[config.mk]
export PLATFORM = sky130hd
export DESIGN_NAME = ssp_dist_mem
export DESIGN_NICKNAME = d
export VERILOG_FILES = /design/src/hdl/ssp_pkg.sv /design/src/hdl/ssp_dist_mem.sv
export SDC_FILE = /design/constraint.sdc
export NUM_CORES = 2
export LEC_CHECK = 0
export BUFFER_PORTS_ARGS = -buffer_cell sky130_fd_sc_hd__buf_2
export CORE_UTILIZATION = 40
export CTS_BUF_LIST = sky130_fd_sc_hd__clkbuf_4
export DETAILED_ROUTE_END_ITERATION = 16
export GPL_ROUTABILITY_DRIVEN = 0
export HOLD_SLACK_MARGIN = 0.1
export PLACE_DENSITY_LB_ADDON = 0.12
export SLEW_MARGIN = 20
export SYNTH_ARGS = -nofsm -noshare
export SYNTH_HDL_FRONTEND = slang
export SYNTH_SLANG_ARGS = --single-unit
[constraint.sdc]
create_clock -name aclk -period 5.3 [get_ports aclk]
set_clock_uncertainty 0.2 [all_clocks]
set_input_delay 0.795 -clock aclk [delete_from_list [all_inputs] [get_ports aclk]]
set_output_delay 0.795 -clock aclk [all_outputs]
set_load 0.01 [all_outputs]
[src/hdl/ssp_pkg.sv]
`default_nettype none

package ssp_pkg;

    localparam int VID_W            = 6;
    localparam int WT_W             = 16;
    localparam int DIST_W           = 32;
    localparam int DIST_DEPTH       = 64;
    localparam int DEF_MAX_VERTICES = 63;
    localparam int DEF_MAX_EDGES    = 1024;
    localparam int CFG_AW           = 1;
    localparam int CFG_DW           = 6;

    localparam logic signed [DIST_W-1:0] INT_MAX = 32'sh7FFF_FFFF;
    localparam logic signed [DIST_W-1:0] INT_MIN = 32'sh8000_0000;

    // configuration register indexes
    localparam logic [CFG_AW-1:0] CFG_VERTEX_COUNT  = 1'b0;
    localparam logic [CFG_AW-1:0] CFG_SOURCE_VERTEX = 1'b1;

    typedef struct packed {
        logic [WT_W-1:0]  weight;
        logic [VID_W-1:0] to_v;
        logic [VID_W-1:0] from_v;
    } edge_t;

    typedef struct packed {
        logic                     ok;
        logic signed [DIST_W-1:0] val;
    } dist_entry_t;

    typedef struct packed {
        logic             we;
        logic [VID_W-1:0] waddr;
        dist_entry_t      wdata;
        logic [VID_W-1:0] raddr_a;
        logic [VID_W-1:0] raddr_b;
    } dist_req_t;

    function automatic logic signed [DIST_W-1:0] sat_add(
        input logic signed [DIST_W-1:0] a,
        input logic signed [WT_W-1:0]   w
    );
        logic signed [DIST_W:0] s;
        s = {a[DIST_W-1], a} + {{(DIST_W-WT_W+1){w[WT_W-1]}}, w};
        if (s[DIST_W] != s[DIST_W-1]) begin
            return s[DIST_W] ? INT_MIN : INT_MAX;
        end
        return s[DIST_W-1:0];
    endfunction

endpackage

`default_nettype wire

[src/hdl/ssp_dist_mem.sv]
`default_nettype none

module ssp_dist_mem
    import ssp_pkg::*;
(
    input  wire logic      aclk,
    input  wire dist_req_t req,
    output dist_entry_t    rdata_a,
    output dist_entry_t    rdata_b
);

    dist_entry_t mem [DIST_DEPTH];
    dist_entry_t rdata_a_reg;
    dist_entry_t rdata_b_reg;

    always_ff @(posedge aclk) begin
        if (req.we) begin
            mem[req.waddr] <= req.wdata;
        end
        rdata_a_reg <= mem[req.raddr_a];
        rdata_b_reg <= mem[req.raddr_b];
    end

    assign rdata_a = rdata_a_reg;
    assign rdata_b = rdata_b_reg;

endmodule

`default_nettype wire

==> impl_results.html <==
<table>
<tr><th>Metric</th><th>Value</th></tr>
<tr><th colspan="2">Outcome</th></tr>
<tr><td>Result of the run</td><td>complete, no violations</td></tr>
<tr><th colspan="2">Critical path</th></tr>
<tr><td>Worst Setup Path Type</td><td>in -&gt; reg</td></tr>
<tr><td>Type of element capturing the critical path</td><td>flop</td></tr>
<tr><td>Type of origin of the critical path</td><td>input port</td></tr>
<tr><td>Top fanout value on the critical path</td><td>52</td></tr>
<tr><td>Worst r2r src</td><td>mem[7][3]</td></tr>
<tr><td>Endpoint required time on the critical path</td><td>6.45 ns</td></tr>
<tr><td>Arrival time worst endpoint</td><td>approximately 5.2 ns</td></tr>
<tr><td>R2r setup slk</td><td>between 2 and 2.5 ns</td></tr>
<tr><td>Worst setup path startpoint</td><td>req[7]</td></tr>
<tr><td>Reg2Reg Depth</td><td>6</td></tr>
<tr><th colspan="2">Detailed routing</th></tr>
<tr><td>Wire length per cell after detailed routing</td><td>39.2 um</td></tr>
<tr><td>Pre-antenna DRT Iters</td><td>5</td></tr>
<tr><td>Vias after detailed routing</td><td>59200</td></tr>
<tr><td>Total wirelength of the detailed-routed design</td><td>362000 um</td></tr>
<tr><td>Post-detailed-route via-to-cell ratio</td><td>about 6.4</td></tr>
<tr><td>DRC violations left</td><td>0</td></tr>
<tr><td>Number of nets with antenna violations after detailed routing</td><td>0</td></tr>
<tr><td>Detailed router's first-iteration violation count</td><td>7037</td></tr>
<tr><th colspan="2">Synthesis</th></tr>
<tr><td>Synthesized flop and latch total</td><td>approximately 2200</td></tr>
<tr><td>Post-Synth Simple-Gate Area</td><td>2.22%</td></tr>
<tr><td>Main combinational cell family by area after synthesis</td><td>multiplexers</td></tr>
<tr><td>Yosys warns</td><td>0</td></tr>
<tr><td>Xor and xnor area share after synthesis</td><td>0%</td></tr>
<tr><td>Area of the mapped netlist</td><td>approximately 0.1 mm^2</td></tr>
<tr><td>Synth top area share</td><td>about two thirds</td></tr>
<tr><td>Post-Synthesis Cells</td><td>roughly 4900</td></tr>
<tr><td>Post-Synthesis Mean Instance Area</td><td>20.2 um^2</td></tr>
<tr><td>Post-synthesis sequential area ratio</td><td>66.1%</td></tr>
<tr><td>Post-synthesis share of cell area spent on full adders, half adders and majority gates</td><td>0%</td></tr>
<tr><td>Top area cells in the synthesized netlist</td><td>edfxtp_1 (65%), mux4_2 (22%), mux2i_1 (2.2%)</td></tr>
<tr><td>Number of enable-type register cells in the synthesized netlist</td><td>approximately 2100</td></tr>
<tr><td>Fraction of synthesis flops using an asynchronous set or reset pin</td><td>0%</td></tr>
<tr><td>Synth Area in Compound Gates</td><td>4.74%</td></tr>
<tr><td>Unique masters post-synth</td><td>47</td></tr>
<tr><td>Mux share of post-synthesis cell area</td><td>25.0%</td></tr>
<tr><td>Cell taking the most area after synthesis</td><td>edfxtp_1</td></tr>
<tr><td>Syn nets</td><td>4909</td></tr>
<tr><td>Primary flip-flop cell chosen by synthesis mapping</td><td>edfxtp_1</td></tr>
<tr><th colspan="2">Min path</th></tr>
<tr><td>Worst hold-check path type</td><td>in -&gt; reg</td></tr>
<tr><td>Hold path startpoint</td><td>req[48]</td></tr>
<tr><td>Cell depth of the worst min-delay path</td><td>4</td></tr>
<tr><th colspan="2">Timing</th></tr>
<tr><td>Fin. max-slew vios</td><td>0</td></tr>
<tr><td>Final Hold Viols</td><td>0</td></tr>
<tr><td>Final critical delay including setup and external delays</td><td>between 4 and 5 ns</td></tr>
<tr><td>Worst relative slew slack</td><td>22.6%</td></tr>
<tr><td>Final hold slack</td><td>between 0.2 and 0.25 ns</td></tr>
<tr><td>Period Utilization, post-route</td><td>75.8%</td></tr>
<tr><td>Fmax</td><td>0.249 GHz</td></tr>
<tr><td>Setup repair after global routing missed its margin</td><td>false</td></tr>
<tr><td>Worst Max-Slew Pin Slew</td><td>roughly 1.2 ns</td></tr>
<tr><td>Aggregate negative setup slack</td><td>0 ns</td></tr>
<tr><td>Total of endpoints with negative setup slack in the final report</td><td>0</td></tr>
<tr><th colspan="2">Floorplan</th></tr>
<tr><td>DIE AREA</td><td>0.247 mm^2</td></tr>
<tr><td>Core Region</td><td>0.243 mm^2</td></tr>
<tr><td>Number of placement rows</td><td>~180</td></tr>
<tr><td>Initial core utilization</td><td>40.3%</td></tr>
<tr><td>Horiz. Die Dim</td><td>497 um</td></tr>
<tr><td>Number of top-level design ports</td><td>119</td></tr>
<tr><td>Vert. Die Dim</td><td>497 um</td></tr>
<tr><th colspan="2">Place</th></tr>
<tr><td>Final HPWL DP</td><td>223000 um</td></tr>
<tr><td>Count of input and output buffers</td><td>about 120</td></tr>
<tr><td>Placed Instance Area</td><td>0.104 mm^2</td></tr>
<tr><th colspan="2">CTS</th></tr>
<tr><td>TritonCTS clock tree</td><td>yes</td></tr>
<tr><td># resized after CTS</td><td>0</td></tr>
<tr><td>Post-CTS setup buffers</td><td>0</td></tr>
<tr><td>Number of CTS-inserted buffers</td><td>roughly 600</td></tr>
<tr><td>Count of H-tree levels built during CTS</td><td>6</td></tr>
<tr><td>Sinks on Clock Net</td><td>2178</td></tr>
<tr><td>Number of buffers inserted by hold repair at cts</td><td>50</td></tr>
<tr><td>CTS clock-pin slew for the worst setup and hold paths</td><td>0.08 ns</td></tr>
<tr><td>Buffer depth of the longest clock path</td><td>4</td></tr>
<tr><td>Skew-Pair Late Insertion Delay</td><td>1.42 ns</td></tr>
<tr><td>Clock tree root buffer cell</td><td>clkbuf_4</td></tr>
<tr><th colspan="2">Global route</th></tr>
<tr><td>Final global-route overflow total</td><td>0</td></tr>
<tr><td>Initial antenna violation count</td><td>36</td></tr>
<tr><td>Global-route wire length before repair</td><td>about 490000 um</td></tr>
<tr><td>Aggregate global-route resource usage</td><td>between 20% and 30%</td></tr>
<tr><td>Pin count of the biggest net entering global routing</td><td>approximately 110</td></tr>
<tr><td>Number of global-route vias before repair</td><td>60900</td></tr>
<tr><th colspan="2">Power</th></tr>
<tr><td>Static leakage power</td><td>36.0 nW</td></tr>
<tr><td>Total Power Consumption</td><td>0.0379 W</td></tr>
<tr><td>Power per unit of standard cell area</td><td>337 mW/mm^2</td></tr>
<tr><td>Worst vdd ir</td><td>~0.19 mV</td></tr>
<tr><th colspan="2">Cells and area</th></tr>
<tr><td>Area overhead of the layout relative to synthesis</td><td>14.9%</td></tr>
<tr><td>Area of all placed cells without fillers</td><td>0.113 mm^2</td></tr>
<tr><td>End-of-flow core utilization</td><td>46.3%</td></tr>
<tr><td>Max FFs per register</td><td>about 2100</td></tr>
<tr><td>Fin nets</td><td>5625</td></tr>
<tr><td>Fraction of final layout cells with drive strength greater than 1</td><td>roughly two fifths</td></tr>
<tr><td>Count of filler cells inserted in the layout</td><td>between 20000 and 25000</td></tr>
<tr><th colspan="2">Flow run</th></tr>
<tr><td>Max-cap violations</td><td>0</td></tr>
</table>
-- final timing paths --
kind,end
max,rdata_a[30]
min,mem[50][8]
max reg2reg,rdata_b[3]
min reg2reg,rdata_b[24]
-- kinds of logic after synthesis --
kind of cell | Yosys count
flip-flops | 2178
buffers and inverters | 393
AND/OR/NAND/NOR | 406
multiplexers | 1224
AO/OA/AOI/OAI | 655
-- stage by stage --
step | instances | worst slack, ns
floorplan | 4856 | 1.05
global placement | 8116 | 0.492
detailed placement | 8119 | 0.770
CTS | 9192 | 1.43
global route | 9209 | 1.43
finish | 9224 | 1.28
-- layout by cell type, fill, tap and decap left out, types with 44 or more instances in the layout --
cell type / instances
nor2_4: 63
a211oi_1: 59
buf_12: 50
dfxtp_1: 66
edfxtp_1: 2112
mux2i_1: 215
clkbuf_4: 916
mux4_2: 970
nor2b_1: 67
buf_4: 300
clkinv_1: 79
dlygate4sd3_1: 50
nor2_1: 47
buf_2: 98
a22oi_1: 132
nor3_1: 44
o22ai_1: 207
-- worst max-delay path, stage by stage --
cell and delay, ns:
dlygate4sd3_1 0.57, buf_8 0.47, buf_4 0.68, mux2i_1 0.17
a22oi_1 0.35, nand4_1 0.33, a211oi_1 0.91, o21a_1 0.18
dlygate4sd3_1 0.55
-- final cells by class --
cell class	instances	area [um^2]	share of cell area, %
sequential	2178	64700	57.5
multi-input combinational	2285	31900	28.4
clock buffer	916	6880	6.11
timing repair buffer	504	4330	3.85
tap	3202	4010	3.56
clock inverter	107	549	0.488
antenna	32	80.1	0.0712
-- power breakdown --
part / total, W / leakage, nW / switching [W] / internal [W]
combinational: 0.00334 / 12.0 / 0.00208 / 0.00126
clock: 0.0153 / 4.50 / 0.00720 / 0.00806
sequential: 0.0193 / 19.6 / 0.000197 / 0.0191
-- synthesized netlist by cell type, types with 6 or more instances --
| master | instances |
|---|---|
| edfxtp_1 | 2112 |
| mux4_2 | 970 |
| mux2i_1 | 215 |
| o22ai_1 | 207 |
| clkbuf_1 | 162 |
| a22oi_1 | 132 |
| buf_2 | 131 |
| nor2_1 | 111 |
| nor2b_1 | 74 |
| buf_4 | 67 |
| dfxtp_1 | 66 |
| a211oi_1 | 63 |
| nor3_1 | 46 |
| a21oi_1 | 43 |
| a221oi_1 | 43 |
| mux2_2 | 39 |
| o21ai_0 | 35 |
| nand2_1 | 34 |
| nor4_1 | 33 |
| o221ai_1 | 32 |
| a22o_1 | 30 |
| buf_1 | 29 |
| nand2b_1 | 26 |
| nand4_1 | 23 |
| nand3_1 | 22 |
| o22a_1 | 22 |
| a2111oi_0 | 20 |
| o21a_1 | 17 |
| a31oi_1 | 7 |
| or2_2 | 6 |
-- per-layer routing --
layer / vias up / part of all wire, % / GRT usage [%]
met5: - / 0.019 / 0
met4: 10 / 4.8 / 13.7
met3: 675 / 8.9 / 6.18
met2: 3311 / 46 / 45.5
met1: 32100 / 40 / 40.0
li1: 23100 / - / -
Power figures use the tool's default switching activity.
